`config.mk`:
```
export PLATFORM = sky130hd
export DESIGN_NAME = cmf_pos
export DESIGN_NICKNAME = d
export VERILOG_FILES = /design/src/hw/rtl/cmf_pkg.sv /design/src/hw/rtl/cmf_pos.sv
export SDC_FILE = /design/constraint.sdc
export NUM_CORES = 1
export LEC_CHECK = 0
export ABC_AREA = 0
export BUFFER_PORTS_ARGS = -buffer_cell sky130_fd_sc_hd__buf_2
export CORE_ASPECT_RATIO = 1.75
export CORE_MARGIN = 8
export CORE_UTILIZATION = 45
export CTS_CLUSTER_DIAMETER = 60
export DETAILED_ROUTE_END_ITERATION = 6
export HOLD_SLACK_MARGIN = 0.12
export PLACE_DENSITY = 0.68
export SYNTH_ARGS = -nofsm -noshare
export SYNTH_HDL_FRONTEND = slang
export SYNTH_SLANG_ARGS = --single-unit
```
`constraint.sdc`:
```
create_clock -name clk -period 13.9 [get_ports clk]
set_input_delay 1.39 -clock clk [delete_from_list [all_inputs] [get_ports clk]]
set_output_delay 1.39 -clock clk [all_outputs]
set_load 0.005 [all_outputs]
```
`src/hw/rtl/cmf_pkg.sv`:
```
// Shared types and constants of the cross morphology filter.
package cmf_pkg;

  // Defaults for the structural parameters of the top level.
  localparam int DEF_MAX_WIDTH = 1024;
  localparam int DEF_OFFSET    = 2;

  // Field and register widths.
  localparam int PIX_W    = 8;
  localparam int WIDTH_W  = 11;
  localparam int HEIGHT_W = 12;
  localparam int ROW_W    = HEIGHT_W + 1;
  localparam int CFG_W    = 12;
  localparam int CFG_IDX_W = 2;

  // Register indexes of the configuration port.
  localparam logic [CFG_IDX_W-1:0] REG_IMAGE_WIDTH    = 2'd0;
  localparam logic [CFG_IDX_W-1:0] REG_IMAGE_HEIGHT   = 2'd1;
  localparam logic [CFG_IDX_W-1:0] REG_DARK_THRESHOLD = 2'd2;

  // Register values after reset.
  localparam logic [WIDTH_W-1:0]  RST_IMAGE_WIDTH    = 11'd640;
  localparam logic [HEIGHT_W-1:0] RST_IMAGE_HEIGHT   = 12'd480;
  localparam logic [PIX_W-1:0]    RST_DARK_THRESHOLD = 8'd127;

  // Output pixel levels.
  localparam logic [PIX_W-1:0] PIX_BLACK = 8'd0;
  localparam logic [PIX_W-1:0] PIX_WHITE = 8'd255;

  typedef struct packed {
    logic [PIX_W-1:0] pixel_value;
    logic             frame_start;
  } in_word_t;

  typedef struct packed {
    logic [PIX_W-1:0] out_pixel;
    logic             frame_last;
  } out_word_t;

  // Per-item control handed from the position unit to the result stage.
  typedef struct packed {
    logic has_result;  // the item's row is far enough down to emit a pixel
    logic frame_last;  // last result of the frame
    logic bypass;      // the south neighbour is the mark written by this item
    logic dark;        // the mark written by this item
  } pos_info_t;

endpackage

```
`src/hw/rtl/cmf_pos.sv`:
```
// Raster position counters and line store address generation.
module cmf_pos #(
  parameter int MAX_WIDTH = cmf_pkg::DEF_MAX_WIDTH,
  parameter int OFFSET    = cmf_pkg::DEF_OFFSET,
  localparam int RING     = 2 * OFFSET + 1,
  localparam int AW       = $clog2(RING * MAX_WIDTH)
) (
  input  logic                          clk,
  input  logic                          rst,
  input  logic                          step,
  input  cmf_pkg::in_word_t             word,
  input  logic [cmf_pkg::WIDTH_W-1:0]   image_width,
  input  logic [cmf_pkg::HEIGHT_W-1:0]  image_height,
  input  logic [cmf_pkg::PIX_W-1:0]     dark_threshold,
  output logic                          wr_en,
  output logic [AW-1:0]                 wr_addr,
  output logic                          wr_data,
  output logic [AW-1:0]                 rd_addr_north,
  output logic [AW-1:0]                 rd_addr_south,
  output logic [AW-1:0]                 rd_addr_east,
  output logic [AW-1:0]                 rd_addr_west,
  output cmf_pkg::pos_info_t            info
);

  localparam int SLOT_W = $clog2(RING);
  localparam int COL_W  = $clog2(MAX_WIDTH);
  localparam int WW     = $clog2(MAX_WIDTH + 1);
  localparam int ROW_W  = cmf_pkg::ROW_W;
  localparam int HW     = cmf_pkg::HEIGHT_W;
  localparam logic [SLOT_W:0]   RING_V = (SLOT_W + 1)'(RING);
  localparam logic [SLOT_W-1:0] LAST_SLOT = SLOT_W'(RING - 1);

  logic [COL_W-1:0]  col, col_next;
  logic [ROW_W-1:0]  row, row_next;
  logic [SLOT_W-1:0] slot, slot_next;

  logic [WW-1:0]     w_eff, w_m_off;
  logic [HW-1:0]     h_eff;
  logic [ROW_W-1:0]  total_rows, h_m_off, dp_full;
  logic [COL_W-1:0]  x;
  logic [ROW_W-1:0]  y;
  logic [SLOT_W-1:0] s, d_p, d_m, s_off;
  logic [WW-1:0]     xm_raw, xm_cl;
  logic [WW:0]       xp_raw;
  logic [COL_W-1:0]  xm, xp;
  logic [WW-1:0]     x_inc;
  logic              dark;

  function automatic logic [SLOT_W-1:0] slot_inc(input logic [SLOT_W-1:0] a);
    return (a == LAST_SLOT) ? '0 : a + SLOT_W'(1);
  endfunction

  // Slot of the row that lies d rows above the row in slot a.
  function automatic logic [SLOT_W-1:0] slot_back(input logic [SLOT_W-1:0] a,
                                                  input logic [SLOT_W-1:0] d);
    logic [SLOT_W:0] t;
    t = {1'b0, a} + RING_V - {1'b0, d};
    if (t >= RING_V) begin
      t = t - RING_V;
    end
    return t[SLOT_W-1:0];
  endfunction

  function automatic logic [AW-1:0] store_addr(input logic [SLOT_W-1:0] a,
                                               input logic [COL_W-1:0]  c);
    return AW'(a) * AW'(MAX_WIDTH) + AW'(c);
  endfunction

  // Effective geometry.
  always_comb begin
    if (32'(image_width) > MAX_WIDTH) begin
      w_eff = WW'(MAX_WIDTH);
    end else if (32'(image_width) < OFFSET) begin
      w_eff = WW'(OFFSET);
    end else begin
      w_eff = WW'(image_width);
    end
    h_eff      = (image_height < HW'(OFFSET)) ? HW'(OFFSET) : image_height;
    total_rows = ROW_W'(h_eff) + ROW_W'(OFFSET);
    w_m_off    = w_eff - WW'(OFFSET);
    h_m_off    = ROW_W'(h_eff) - ROW_W'(OFFSET);
  end

  // Position of the current item.
  always_comb begin
    x = word.frame_start ? '0 : col;
    y = word.frame_start ? '0 : row;
    s = word.frame_start ? '0 : slot;
    if (WW'(x) >= w_eff) begin
      x = '0;
      y = y + ROW_W'(1);
      s = slot_inc(s);
    end
    if (y >= total_rows) begin
      y = '0;
      s = '0;
    end
  end

  // Neighbour rows and columns, clamped to the frame.
  always_comb begin
    dp_full = (y > h_m_off) ? y - h_m_off : '0;
    d_p     = SLOT_W'(dp_full);
    d_m     = (y < ROW_W'(2 * OFFSET)) ? SLOT_W'(y) : SLOT_W'(2 * OFFSET);
    s_off   = slot_back(s, SLOT_W'(OFFSET));

    xm_raw = (WW'(x) < WW'(OFFSET)) ? '0 : WW'(x) - WW'(OFFSET);
    xm_cl  = (xm_raw > w_m_off) ? w_m_off : xm_raw;
    xm     = COL_W'(xm_cl);
    xp_raw = (WW + 1)'(x) + (WW + 1)'(OFFSET);
    xp     = (xp_raw > {1'b0, w_m_off}) ? COL_W'(w_m_off) : COL_W'(xp_raw);
  end

  always_comb begin
    dark          = word.pixel_value < dark_threshold;
    wr_en         = step && (y < ROW_W'(h_eff));
    wr_addr       = store_addr(s, x);
    wr_data       = dark;
    rd_addr_north = store_addr(slot_back(s, d_m), x);
    rd_addr_south = store_addr(slot_back(s, d_p), x);
    rd_addr_east  = store_addr(s_off, xp);
    rd_addr_west  = store_addr(s_off, xm);

    info.has_result = y >= ROW_W'(OFFSET);
    info.frame_last = (WW'(x) == w_eff - WW'(1)) && (y == total_rows - ROW_W'(1));
    info.bypass     = d_p == '0;
    info.dark       = dark;
  end

  // Position of the next item.
  always_comb begin
    x_inc     = WW'(x) + WW'(1);
    col_next  = COL_W'(x_inc);
    row_next  = y;
    slot_next = s;
    if (x_inc >= w_eff) begin
      col_next  = '0;
      row_next  = y + ROW_W'(1);
      slot_next = slot_inc(s);
      if (row_next >= total_rows) begin
        row_next  = '0;
        slot_next = '0;
      end
    end
  end

  always_ff @(posedge clk) begin
    if (rst) begin
      col  <= '0;
      row  <= '0;
      slot <= '0;
    end else if (step) begin
      col  <= col_next;
      row  <= row_next;
      slot <= slot_next;
    end
  end

endmodule

```
Word-level counts from Yosys, hierarchy flattened
Index checks and enable logic that the tools add are counted.
{"block": "classes", "n_lt_le_gt_ge": 18, "n_addsub": 25, "n_reduce_logical": 3, "n_mux": 26, "n_eq_ne": 4}
{"cell": "13-bit by 10-bit adder with 13-bit output", "n": 5}
{"cell": "13-bit 2-to-1 mux", "n": 5}
{"cell": "10-bit 2-to-1 mux", "n": 5}
{"cell": "3-bit 2-to-1 mux", "n": 12}
{"cell": "11-bit 2-to-1 mux", "n": 3}
{"cell": "13-bit by 1-bit adder with 13-bit output (second input constant)", "n": 2}
{"cell": "13-bit greater-or-equal comparator", "n": 2}
{"cell": "11-bit > comparator", "n": 2}
{"cell": "12-bit by 2-bit adder with 13-bit output (second input constant)", "n": 1}
{"cell": "13-bit == test", "n": 1}
{"cell": "13-bit by 2-bit greater-or-equal comparator with 1-bit output (second input constant)", "n": 1}
{"cell": "13-bit > comparator", "n": 1}
{"cell": "13-bit by 12-bit < comparator with 1-bit output", "n": 1}
{"cell": "13-bit by 3-bit < comparator with 1-bit output (second input constant)", "n": 1}
{"cell": "12-bit by 2-bit subtractor with 13-bit output (second input constant)", "n": 1}
{"cell": "13-bit by 1-bit subtractor with 13-bit output (second input constant)", "n": 1}
{"cell": "4-bit by 3-bit greater-or-equal comparator with 1-bit output (second input constant)", "n": 3}
{"cell": "12-bit by 2-bit < comparator with 1-bit output (second input constant)", "n": 1}
{"cell": "12-bit 2-to-1 mux", "n": 1}
{"cell": "10-bit by 1-bit adder with 11-bit output (second input constant)", "n": 1}
{"cell": "10-bit by 2-bit adder with 11-bit output (second input constant)", "n": 1}
{"cell": "10-bit by 11-bit == test with 1-bit output", "n": 1}
{"cell": "10-bit by 11-bit greater-or-equal comparator with 1-bit output", "n": 1}
{"cell": "11-bit greater-or-equal comparator", "n": 1}
{"cell": "16 further kinds", "n": 22}
{"block": "totals", "wordCells": 79, "output_inout_bits": 71, "reg_bits": 26}

Longest topological paths before layout
Gate-level depths: netlist (run 1).
{"block": "depth", "depth_word": 13, "depth_mapped": 37}

Least setup slack after synthesis (run 1)
OpenSTA, ideal clock, no wires.
{"block": "synth_path", "path_kind": "input-to-output", "from": "input port image_width[7] (netlist bit)", "to": "output port rd_addr_south[11]", "stages": 35, "path_buffers": 1, "path_slack_ps": 3972, "arrival_time_ps": 8538, "path_cell_list": "or4_4 nor3_1 nor2_1 nor2_1 inv_1 ha_1 a21o_1 a31oi_2 o21ai_1 a31o_2 and3_1 nor2_1 inv_1 ha_1 nand4_1 or4_1 a211o_1 and2_1 buf_4 nand2_4 a21oi_2 ha_1 and4_1 o2111ai_1 a211oi_1 a221o_1 o21ba_1 ha_1 inv_1 fa_1 inv_1 ha_1 nor2b_1 o21ai_1 mux2_2"}
{"block": "synth_between", "elab_chain_cells": 13, "elab_cells_between_ends": 20, "cone_classes": "add/sub (5); order compare (6); mux (9)"}
{"element": "start, declared", "line_no": "cmf_pos.sv:12", "rtl": "input logic [cmf_pkg::WIDTH_W-1:0] image_width,"}
{"element": "11-bit by 2-bit < comparator with 1-bit output", "line_no": "cmf_pos.sv:73", "rtl": "end else if (32'(image_width) < OFFSET) begin"}
{"element": "11-bit 2-to-1 mux", "line_no": "cmf_pos.sv:73"}
{"element": "11-bit 2-to-1 mux *", "line_no": "cmf_pos.sv:71", "rtl": "if (32'(image_width) > MAX_WIDTH) begin"}
{"element": "10-bit by 11-bit greater-or-equal comparator with 1-bit output *", "line_no": "cmf_pos.sv:89", "rtl": "if (WW'(x) >= w_eff) begin"}
{"element": "13-bit 2-to-1 mux", "line_no": "cmf_pos.sv:89"}
{"element": "13-bit greater-or-equal comparator", "line_no": "cmf_pos.sv:94", "rtl": "if (y >= total_rows) begin"}
{"element": "13-bit 2-to-1 mux", "line_no": "cmf_pos.sv:94"}
{"element": "13-bit > comparator / 3-bit subtractor (equally long branches)", "line_no": "cmf_pos.sv:102", "rtl": "dp_full = (y > h_m_off) ? y - h_m_off : '0;"}
{"element": "3-bit 2-to-1 mux", "line_no": "cmf_pos.sv:102"}
{"element": "4-bit by 3-bit subtractor with 4-bit output", "line_no": "cmf_pos.sv:57", "rtl": "t = {1'b0, a} + RING_V - {1'b0, d};"}
{"element": "4-bit by 3-bit greater-or-equal comparator with 1-bit output / 3-bit subtractor (equally long branches)", "line_no": "cmf_pos.sv:58, cmf_pos.sv:59"}
{"element": "3-bit 2-to-1 mux", "line_no": "cmf_pos.sv:58", "rtl": "if (t >= RING_V) begin"}
{"element": "13-bit by 10-bit adder with 13-bit output *", "line_no": "cmf_pos.sv:66", "rtl": "return AW'(a) * AW'(MAX_WIDTH) + AW'(c);"}
{"element": "end, declared", "line_no": "cmf_pos.sv:19", "rtl": "output logic [AW-1:0] rd_addr_south,"}
Every way passes the cells marked *; elsewhere a longest branch is shown, timed or not.

Worst setup path in the final report (run 1)
Same ends and word-level chain as after synthesis.

==> results.tsv, run 1 <==
stage	metric	value	unit
critical_path	Max FO, Critical Path	18	
grt	grt total ovfl	0	
sta	Slew @ Worst Pin	0.833	ns
cts	CTS Buffer Depth	2	
grt	first-pass GRT wire length	40800	um
logic_synthesis	Post-synth top flop	dfxtp_1	
critical_path	r2r setup slk	5.47	ns
sta	setup violators final	0	
drt	WL met2	14000	um
cts	Gates resized, CTS repair	0	
critical_path	crit-path max cell delay	0.58	ns
cts	Post-CTS Setup Inserts	0	
layout	Layout fillers	1882	
critical_path	Setup CP Type	in -> out	
sta	Clock Skews	0.00610	ns
layout	final std cells w/o fill	1382	
cts	Clock H-tree levels	1	
logic_synthesis	post-synthesis cell count	1094	
grt	vias in the first global route	8248	
drt	DR vias/cell	5.96	
floorplan	Die Span Y	192	um
pwr	sequential power share	21.8	%
cts	Reg clk slew, reported paths	0.07	ns
critical_path	Worst Path Required	12.51	ns
grt	largest net degree at the start of global routing	53	
critical_path	arrival time worst endpoint	10.39	ns
pwr	switch share	42.2	%
hold_path	HP Class	reg -> reg	
place	Placed Instances	1378	
logic_synthesis	synthesized flop and latch total	26	
run	MaxCap Viol Count	0	
status	status	complete, no violations	
logic_synthesis	share of flip-flops with an asynchronous set or reset	0	%
drt	via count	8237	
logic_synthesis	most frequent cells after synthesis	126 x ha_1, 95 x nand2_1, 86 x nor2_1	
drt	top routing layer used	met4	
layout	post-route cell area	8600	um2
layout	fin util	49.3	%
cts	CTS tree	yes	
sta	final worst slack	2.12	ns
floorplan	Core Area	17500	um2
drt	Post-route DRC	0	
logic_synthesis	most frequent cell after synthesis	ha_1	
layout	P&R area growth vs syn	7.93	%
pwr	pwr dens	42.9	nW/um2
grt	antenna violations before repair	0	
layout	Antenna Cells	0	
sta	Final min period	11.78	ns
logic_synthesis	number of enable flip-flop cells after synthesis	0	
grt	All-Layer GR Usage	23.2	%
sta	TNS Setup	0	ns
sta	FMAX	84.9	MHz
floorplan	Initial Util	45.6	%
sta	pins over their slew limit	0	
drt	Pre-Repair DR Iteration Count	5	
sta	Final Cycle Share	84.7	%
cts	CTS Sinks	26	
cts	TritonCTS Buffers	3	
place	final RePlAce weighted congestion	0.986	
sta	Final Hold Fails	0	
critical_path	Crit-path slowest cell	or4_4	
logic_synthesis	post-synth cell types	94	
floorplan	# rows	64	
drt	ANT nets after route	0	
place	dpl hpwl	21900	um
pwr	maximum VDD drop	0.0290	mV
layout	share of layout cells above drive strength 1	16.4	%
pwr	net switching power figure	0.156	mW
pwr	Internal	0.213	mW
drt	metal3 WL	1010	um
place	worst slack at placement	2.24	ns
pwr	leakage power	4.16	nW
drt	Iter 0 DRT Violations	464	
logic_synthesis	share of the synthesized area in the top cell type	19.8	%
layout	Final Net Count	1323	
logic_synthesis	Seq/Total Area, Yosys	6.53	%
floorplan	Die X	117	um
place	placed inst area	8490	um2
cts	CTS root buf	clkbuf_16	
logic_synthesis	leading post-synthesis cells by cell area	ha_1 20%, xnor2_1 6.8%, dfxtp_1 6.5%	
cts	later-pin clock latency in the skew report	0.28	ns
floorplan	num ports	114	
logic_synthesis	Avg Cell Area, Syn	7.28	um2
logic_synthesis	Syn Std Cell Area	7970	um2
critical_path	CP endpoint kind	output port	
logic_synthesis	leading area contributor after synthesis	ha_1	
logic_synthesis	Ys Warns	0	
critical_path	cell mode on critical path	ha_1	
critical_path	startpoint type of the worst setup path	primary input	
pwr	combinational power share	54.3	%
place	PortBufs	113	
sta	RSZ-0062 raised after global routing	false	
floorplan	Die Footprint	22400	um2
drt	WL/cell	19.0	um
cts	# hold bufs at CTS	0	
drt	WL final	26300	um
drt	routed length on met1	9370	um
pwr	Clk network pwr share	24.0	%
sta	Slew headroom	44.0	%
[through the flow]
| stage | hold WS, ns | total power, mW |
|---|---|---|
| detailed placement | 0.477 | 0.281 |
| finish | 0.487 | 0.368 |
| CTS | 0.487 | 0.370 |
| floorplan | 0.451 | 0.224 |
| global placement | 0.471 | 0.278 |
| global route | 0.519 | 0.394 |
[layout make-up]
| cell class | instances | area (um2) | area share [%] |
|---|---|---|---|
| well taps | 231 | 289 | 3.36 |
| inverters | 87 | 327 | 3.80 |
| multi-input cells | 915 | 6750 | 78.5 |
| flip-flops and latches | 26 | 520 | 6.05 |
| repair buffers | 119 | 611 | 7.10 |
| clock buffers | 3 | 75.1 | 0.873 |
| clock inverters | 1 | 30.0 | 0.349 |
[cell usage in the layout (no fill, tap or decap), types with 21 or more instances in the layout]
cell / count
ha_1: 126
buf_2: 113
nand2_1: 95
nor2_1: 86
inv_1: 82
a21oi_1: 68
xnor2_1: 62
nand3_1: 44
o21ai_0: 31
nor2b_1: 28
mux2i_1: 26
dfxtp_1: 26
nor3_1: 21
[critical path: cells and delay by family]
family,cells,cell delay [ns]
simple gates,12,3.15
fa+ha+maj,6,1.83
buf+inv,6,0.89
xor+xnor,1,0.36
mux,1,0.36
compound gates,10,2.38
[per-layer routing]
metal	vias to the layer above	track usage [%]
met4	0	18.2
met5	-	0
met2	281	44.6
li1	4033	-
met3	112	2.46
met1	3811	21.4
[power groups by stage]
| stage | clock network (mW) | logic (mW) | registers [mW] |
|---|---|---|---|
| global route | 0.0919 | 0.222 | 0.0806 |
| detailed placement | 0 | 0.199 | 0.0819 |
| floorplan | 0 | 0.143 | 0.0807 |
| CTS | 0.0899 | 0.200 | 0.0801 |
| global placement | 0 | 0.196 | 0.0818 |
| finish | 0.0883 | 0.200 | 0.0802 |
[cells by family (layout without fill, tap and decap cells)]
group	Yosys count	in the layout	synth area share, %
compound gates	254	254	22.7
buf+inv	155	210	8.87
flops	26	26	6.53
fa+ha+maj	129	129	20.4
mux	37	37	4.82
other cells	1	3	0.0471
xor+xnor	84	84	9.50
simple gates	408	408	27.1
[worst paths after layout]
| kind | from | to | cells after the start |
|---|---|---|---|
| hold / removal | slot[1] | slot[1] | 2 |
| setup reg to reg | col[2] | row[9] | 30 |
| hold reg to reg | slot[1] | slot[1] | 2 |
| setup / recovery | image_width[7] | rd_addr_south[11] | 36 |
[state kept, by name, summed over array words and instances (netlist names)]
register,flops
slot,3
col,10
row,13
Power figures use the tool's default switching activity.
==> run 2: changes to the inputs <==
--- a/config.mk
+++ b/config.mk
@@ -13,7 +13,7 @@
 export CTS_CLUSTER_DIAMETER = 60
 export DETAILED_ROUTE_END_ITERATION = 6
 export HOLD_SLACK_MARGIN = 0.12
-export PLACE_DENSITY = 0.68
+export PLACE_DENSITY = 0.71
 export SYNTH_ARGS = -nofsm -noshare
 export SYNTH_HDL_FRONTEND = slang
 export SYNTH_SLANG_ARGS = --single-unit
==> constraint.sdc (replaced) <==
create_clock -name clk -period 10.6 [get_ports clk]
set_input_delay 1.06 -clock clk [delete_from_list [all_inputs] [get_ports clk]]
set_output_delay 1.06 -clock clk [all_outputs]
set_load 0.005 [all_outputs]
==> run 2 against run 1 <==
Compared with the run above: critical endpoint unchanged; clock power up 33%; total power up 35%; cell count up 2.0%; worst hold slack worse by 0.0038 ns; non-clock buffer count up 28; global-route usage up 1.9 points; setup slack worse by 1.6 ns; critical path depth unchanged; first-iteration DRC count up 18%.
==> results.tsv, run 2 (synthesis results as in run 1) <==
stage	metric	value	unit	change
cts	Reg clk slew, reported paths	0.07	ns	about the same
layout	share of layout cells above drive strength 1	18.7	%	+2.2 points
place	final RePlAce weighted congestion	1.05		+6.6%
sta	Slew headroom	39.3	%	-4.6 points
grt	largest net degree at the start of global routing	53		unchanged
sta	Final min period	10.08	ns	
grt	antenna violations before repair	0		unchanged
critical_path	startpoint type of the worst setup path	primary input		
sta	Slew @ Worst Pin	0.901	ns	+0.0688 ns
critical_path	arrival time worst endpoint	9.02	ns	-1.37 ns
floorplan	Die X	117	um	unchanged
drt	ANT nets after route	0		unchanged
grt	grt total ovfl	0		unchanged
drt	WL/cell	20.1	um	+5.7%
drt	via count	8458		+2.7%
floorplan	num ports	114		unchanged
sta	RSZ-0062 raised after global routing	false		
drt	Pre-Repair DR Iteration Count	5		unchanged
drt	WL final	28400	um	+7.8%
cts	CTS root buf	clkbuf_16		
status	status	complete, no violations		
place	PortBufs	113		unchanged
critical_path	Max FO, Critical Path	6		-12
sta	Clock Skews	0.00249	ns	-0.00361 ns
critical_path	crit-path max cell delay	0.58	ns	about the same
sta	Final Hold Fails	0		unchanged
pwr	pwr dens	56.4	nW/um2	+32%
layout	biggest regs	row x13, col x10, slot x3		
layout	post-route cell area	8830	um2	+2.7%
hold_path	HP Class	reg -> reg		
cts	later-pin clock latency in the skew report	0.28	ns	about the same
grt	All-Layer GR Usage	25.2	%	+1.9 points
cts	Clock H-tree levels	1		unchanged
layout	commonest non-fill, non-tap cells in the layout	126 x ha_1, 113 x buf_2, 95 x nand2_1		
place	placed inst area	8700	um2	+2.5%
cts	CTS Sinks	26		unchanged
drt	Iter 0 DRT Violations	548		+18%
sta	TNS Setup	0	ns	unchanged
place	dpl hpwl	23600	um	+8.2%
layout	Layout fillers	1874		-0.43%
critical_path	Crit-path slowest cell	or4_4		
floorplan	# rows	64		unchanged
floorplan	Initial Util	45.6	%	unchanged
layout	commonest non-fill, non-tap cell in the layout	ha_1		
layout	Antenna Cells	0		unchanged
sta	Fin Hold WS	0.483	ns	-0.00379 ns
cts	TritonCTS Buffers	3		unchanged
sta	FMAX	99.2	MHz	
critical_path	CP endpoint kind	output port		
critical_path	Worst Path Required	9.54	ns	-2.97 ns
cts	Post-CTS Setup Inserts	0		unchanged
layout	Top reg by flops	row		
cts	CTS Buffer Depth	2		unchanged
sta	setup violators final	0		unchanged
cts	CTS tree	yes		
layout	Final Net Count	1351		+2.1%
floorplan	Core Area	17500	um2	unchanged
drt	DR vias/cell	6.00		+0.64%
sta	pins over their slew limit	0		unchanged
drt	Post-route DRC	0		unchanged
pwr	maximum VDD drop	0.0405	mV	+39%
floorplan	Die Footprint	22400	um2	unchanged
pwr	leakage power	4.30	nW	+3.4%
critical_path	Setup CP Type	in -> out		
grt	vias in the first global route	8487		+2.9%
run	MaxCap Viol Count	0		unchanged
floorplan	Die Span Y	192	um	unchanged
layout	fin util	50.6	%	+1.3 points
layout	P&R area growth vs syn	10.9	%	
layout	max reg flops	13		unchanged
sta	Final Cycle Share	95.1	%	
cts	Gates resized, CTS repair	0		unchanged
grt	first-pass GRT wire length	43500	um	+6.6%
cts	# hold bufs at CTS	0		unchanged
run 2: changes by cell type in the layout (fill, tap and decap cells not counted):
cell	previous run	this run
o21ai_1	9	8
nor2_2	1	2
nor2_1	86	85
a2111oi_4	0	1
nor3_1	21	20
a2111oi_2	2	1
buf_4	6	34
nor3_2	5	6
o21ai_2	2	3
run 2: power by group:
group	internal (mW)	switching (mW)	total [mW]
clock	0.0754	0.0411	0.117
combinational	0.109	0.166	0.276
sequential	0.101	0.00443	0.106
run 2: cell type report:
| cell class | count | area, um2 | area share, % |
|---|---|---|---|
| clock inverters | 1 | 30.0 | 0.340 |
| multi-input cells | 915 | 6770 | 76.7 |
| well taps | 231 | 289 | 3.27 |
| flip-flops and latches | 26 | 520 | 5.89 |
| clock buffers | 3 | 75.1 | 0.850 |
| inverters | 87 | 327 | 3.70 |
| repair buffers | 147 | 821 | 9.29 |
run 2: layer usage:
layer,routed length (um),global-route usage [%]
met1,9650,23.1
met2,14700,47.2
met3,1370,2.55
met4,2650,22.5
met5,0,0
run 2: worst paths after layout:
kind	startpoint	to	slack [ns]	cells after the start
max	image_width[7]	rd_addr_south[11]	0.52	36
min	slot[1]	slot[1]	0.48	2
max reg2reg	col[4]	row[3]	2.43	32
min reg2reg	slot[1]	slot[1]	0.48	2
run 2: stage by stage:
step | total power [mW] | setup slack, ns | cells
2_1_floorplan | 0.294 | 1.33 | 1096
3_3_place_gp | 0.376 | 0.522 | 1406
3_5_place_dp | 0.379 | 0.400 | 1406
4_1_cts | 0.496 | 0.360 | 1410
5_1_grt | 0.530 | 0.0425 | 1410
6_report | 0.498 | 0.520 | 1410
run 2: critical path, delay by kind of cell:
kind | cells | cell delay, ns
and+or+nand+nor | 13 | 3.09
AOI/OAI and AO/OA | 9 | 2.04
adders and majority gates | 6 | 1.79
buffers and inverters | 7 | 0.68
muxes | 1 | 0.35
==> run 3: changes to the inputs <==
--- a/config.mk
+++ b/config.mk
@@ -7,12 +7,14 @@
 export LEC_CHECK = 0
 export ABC_AREA = 0
 export BUFFER_PORTS_ARGS = -buffer_cell sky130_fd_sc_hd__buf_2
-export CORE_ASPECT_RATIO = 1.75
+export CORE_ASPECT_RATIO = 0.6
 export CORE_MARGIN = 8
 export CORE_UTILIZATION = 45
 export CTS_CLUSTER_DIAMETER = 60
 export DETAILED_ROUTE_END_ITERATION = 6
+export GPL_ROUTABILITY_DRIVEN = 0
 export HOLD_SLACK_MARGIN = 0.12
+export MAX_ROUTING_LAYER = met4
 export PLACE_DENSITY = 0.71
 export SYNTH_ARGS = -nofsm -noshare
 export SYNTH_HDL_FRONTEND = slang
==> run 3 against run 2 <==
Compared with the run above: die area is 0.13% lower; cell area is 0.51% lower; combinational power about the same; setup slack worse by 0.15 ns; core utilization is 0.43 points higher; non-clock buffer count decreased by 5; register-to-register slack better by 0.17 ns; cell count down 0.14%; critical path depth shrank 1; clock skew grew 0.0040 ns; critical endpoint unchanged; largest cell class unchanged.
==> results.tsv, run 3 (synthesis results as in run 1) <==
stage	metric	value	unit	change
drt	ANT nets after route	0		unchanged
drt	DR vias/cell	6.01		+0.13%
critical_path	crit-path max cell delay	0.58	ns	about the same
sta	TNS Setup	0	ns	unchanged
cts	CTS Buffer Depth	2		unchanged
cts	# hold bufs at CTS	0		unchanged
drt	WL/cell	19.0	um	-5.4%
grt	vias in the first global route	7604		-10%
floorplan	# rows	37		-42%
cts	CTS tree	yes		
cts	TritonCTS Buffers	3		unchanged
sta	FMAX	97.7	MHz	-1.5%
floorplan	Core Area	17200	um2	-1.3%
critical_path	Max FO, Critical Path	8		+2
sta	Final min period	10.23	ns	+0.153 ns
critical_path	Setup CP Type	in -> out		
layout	area of the multi-input gates	6760	um2	-0.17%
critical_path	cell mode on critical path	ha_1		
drt	Iter 0 DRT Violations	1019		+86%
grt	grt total ovfl	0		unchanged
critical_path	CP endpoint kind	output port		
hold_path	HP Class	reg -> reg		
critical_path	Worst Path Required	9.54	ns	about the same
grt	largest net degree at the start of global routing	53		unchanged
layout	P&R area growth vs syn	10.3	%	
layout	share of layout cells above drive strength 1	18.2	%	-0.43 points
sta	Clock Skews	0.00651	ns	+0.00401 ns
pwr	maximum VDD drop	0.0548	mV	+35%
floorplan	num ports	114		unchanged
sta	pins over their slew limit	0		unchanged
layout	max reg flops	13		unchanged
cts	Reg clk slew, reported paths	0.07	ns	about the same
critical_path	Crit-path slowest cell	or4_4		
critical_path	R2R cell count	29		-9.4%
sta	Final Hold Fails	0		unchanged
layout	Reg area	520	um2	unchanged
layout	final std cells w/o fill	1408		-0.14%
cts	CTS Sinks	26		unchanged
layout	Final Net Count	1346		-0.37%
sta	RSZ-0062 raised after global routing	false		
layout	Antenna Cells	0		unchanged
layout	fin util	51.0	%	+0.43 points
grt	first-pass GRT wire length	42100	um	-3.3%
drt	via count	8457		-0.012%
run	MaxCap Viol Count	0		unchanged
layout	biggest regs	row x13, col x10, slot x3		
cts	CTS root buf	clkbuf_16		
critical_path	startpoint type of the worst setup path	primary input		
drt	Post-route DRC	0		unchanged
drt	Pre-Repair DR Iteration Count	6		+1
place	PortBufs	113		unchanged
sta	setup violators final	0		unchanged
place	dpl hpwl	22000	um	-6.8%
pwr	leakage power	4.28	nW	-0.55%
layout	commonest non-fill, non-tap cells in the layout	126 x ha_1, 113 x buf_2, 95 x nand2_1		
hold_path	Hold Crit Depth	2		unchanged
floorplan	Die Footprint	22400	um2	-0.13%
sta	Slew @ Worst Pin	0.986	ns	+0.0845 ns
layout	Top reg by flops	row		
status	status	complete, no violations		
critical_path	arrival time worst endpoint	9.17	ns	+0.15 ns
floorplan	Die X	188	um	+61%
layout	commonest non-fill, non-tap cell in the layout	ha_1		
pwr	pwr dens	56.5	nW/um2	+0.29%
grt	antenna violations before repair	0		unchanged
cts	later-pin clock latency in the skew report	0.28	ns	about the same
cts	Clock H-tree levels	1		unchanged
floorplan	Initial Util	46.3	%	+0.62 points
place	Placed Instances	1404		-0.14%
sta	Final Cycle Share	96.5	%	+1.4 points
sta	Slew headroom	33.7	%	-5.7 points
layout	Layout fillers	1709		-8.8%
drt	WL final	26800	um	-5.5%
grt	All-Layer GR Usage	23.5	%	-1.7 points
floorplan	Die Span Y	119	um	-38%
[run 3: worst paths after layout]
check,slack [ns],end,start
setup / recovery,0.37,rd_addr_south[11],image_width[7]
hold / removal,0.49,col[0],col[0]
setup reg to reg,2.60,row[12],col[6]
hold reg to reg,0.49,col[0],col[0]
[run 3: area by class of cell]
class                      count  area share (%)
multi-input combinational    915            76.9
inverter                      87            3.72
clock buffer                   3           0.854
tap                          234            3.33
timing repair buffer         142            8.91
sequential                    26            5.92
clock inverter                 1           0.342
[run 3: timing repair]
item                                    CTS  global route
setup buffers                             0             0
endpoints found under the setup margin    0             3
gates resized for setup                   0             3
[run 3: worst max-delay path, delay by kind of cell]
family          cells  cell delay [ns]
simple gates       12             2.89
compound gates     10             2.30
fa+ha+maj           6             1.85
buf+inv             5             0.51
mux                 1             0.36
xor+xnor            1             0.19
[run 3: where the power goes]
group	leakage [nW]	internal, mW	switching (mW)
combinational	4.02	0.108	0.166
clock	0.0511	0.0755	0.0418
sequential	0.212	0.101	0.00452
total	4.28	0.285	0.212
[run 3: metrics by stage]
stage               setup slack [ns]  power, mW  hold WS [ns]  area (um2)
global route                  0.0601      0.532         0.498        8790
finish                         0.367      0.497         0.489        8790
floorplan                       1.33      0.294         0.451        7970
detailed placement             0.364      0.373         0.472        8670
global placement               0.611      0.370         0.470        8670
CTS                            0.339      0.490         0.483        8770
[run 3: routing by layer]
layer	routed length (um)	global-route usage [%]
met3	3940	8.74
met5	0	-
met1	13100	36.0
met4	222	2.25
met2	9510	28.2
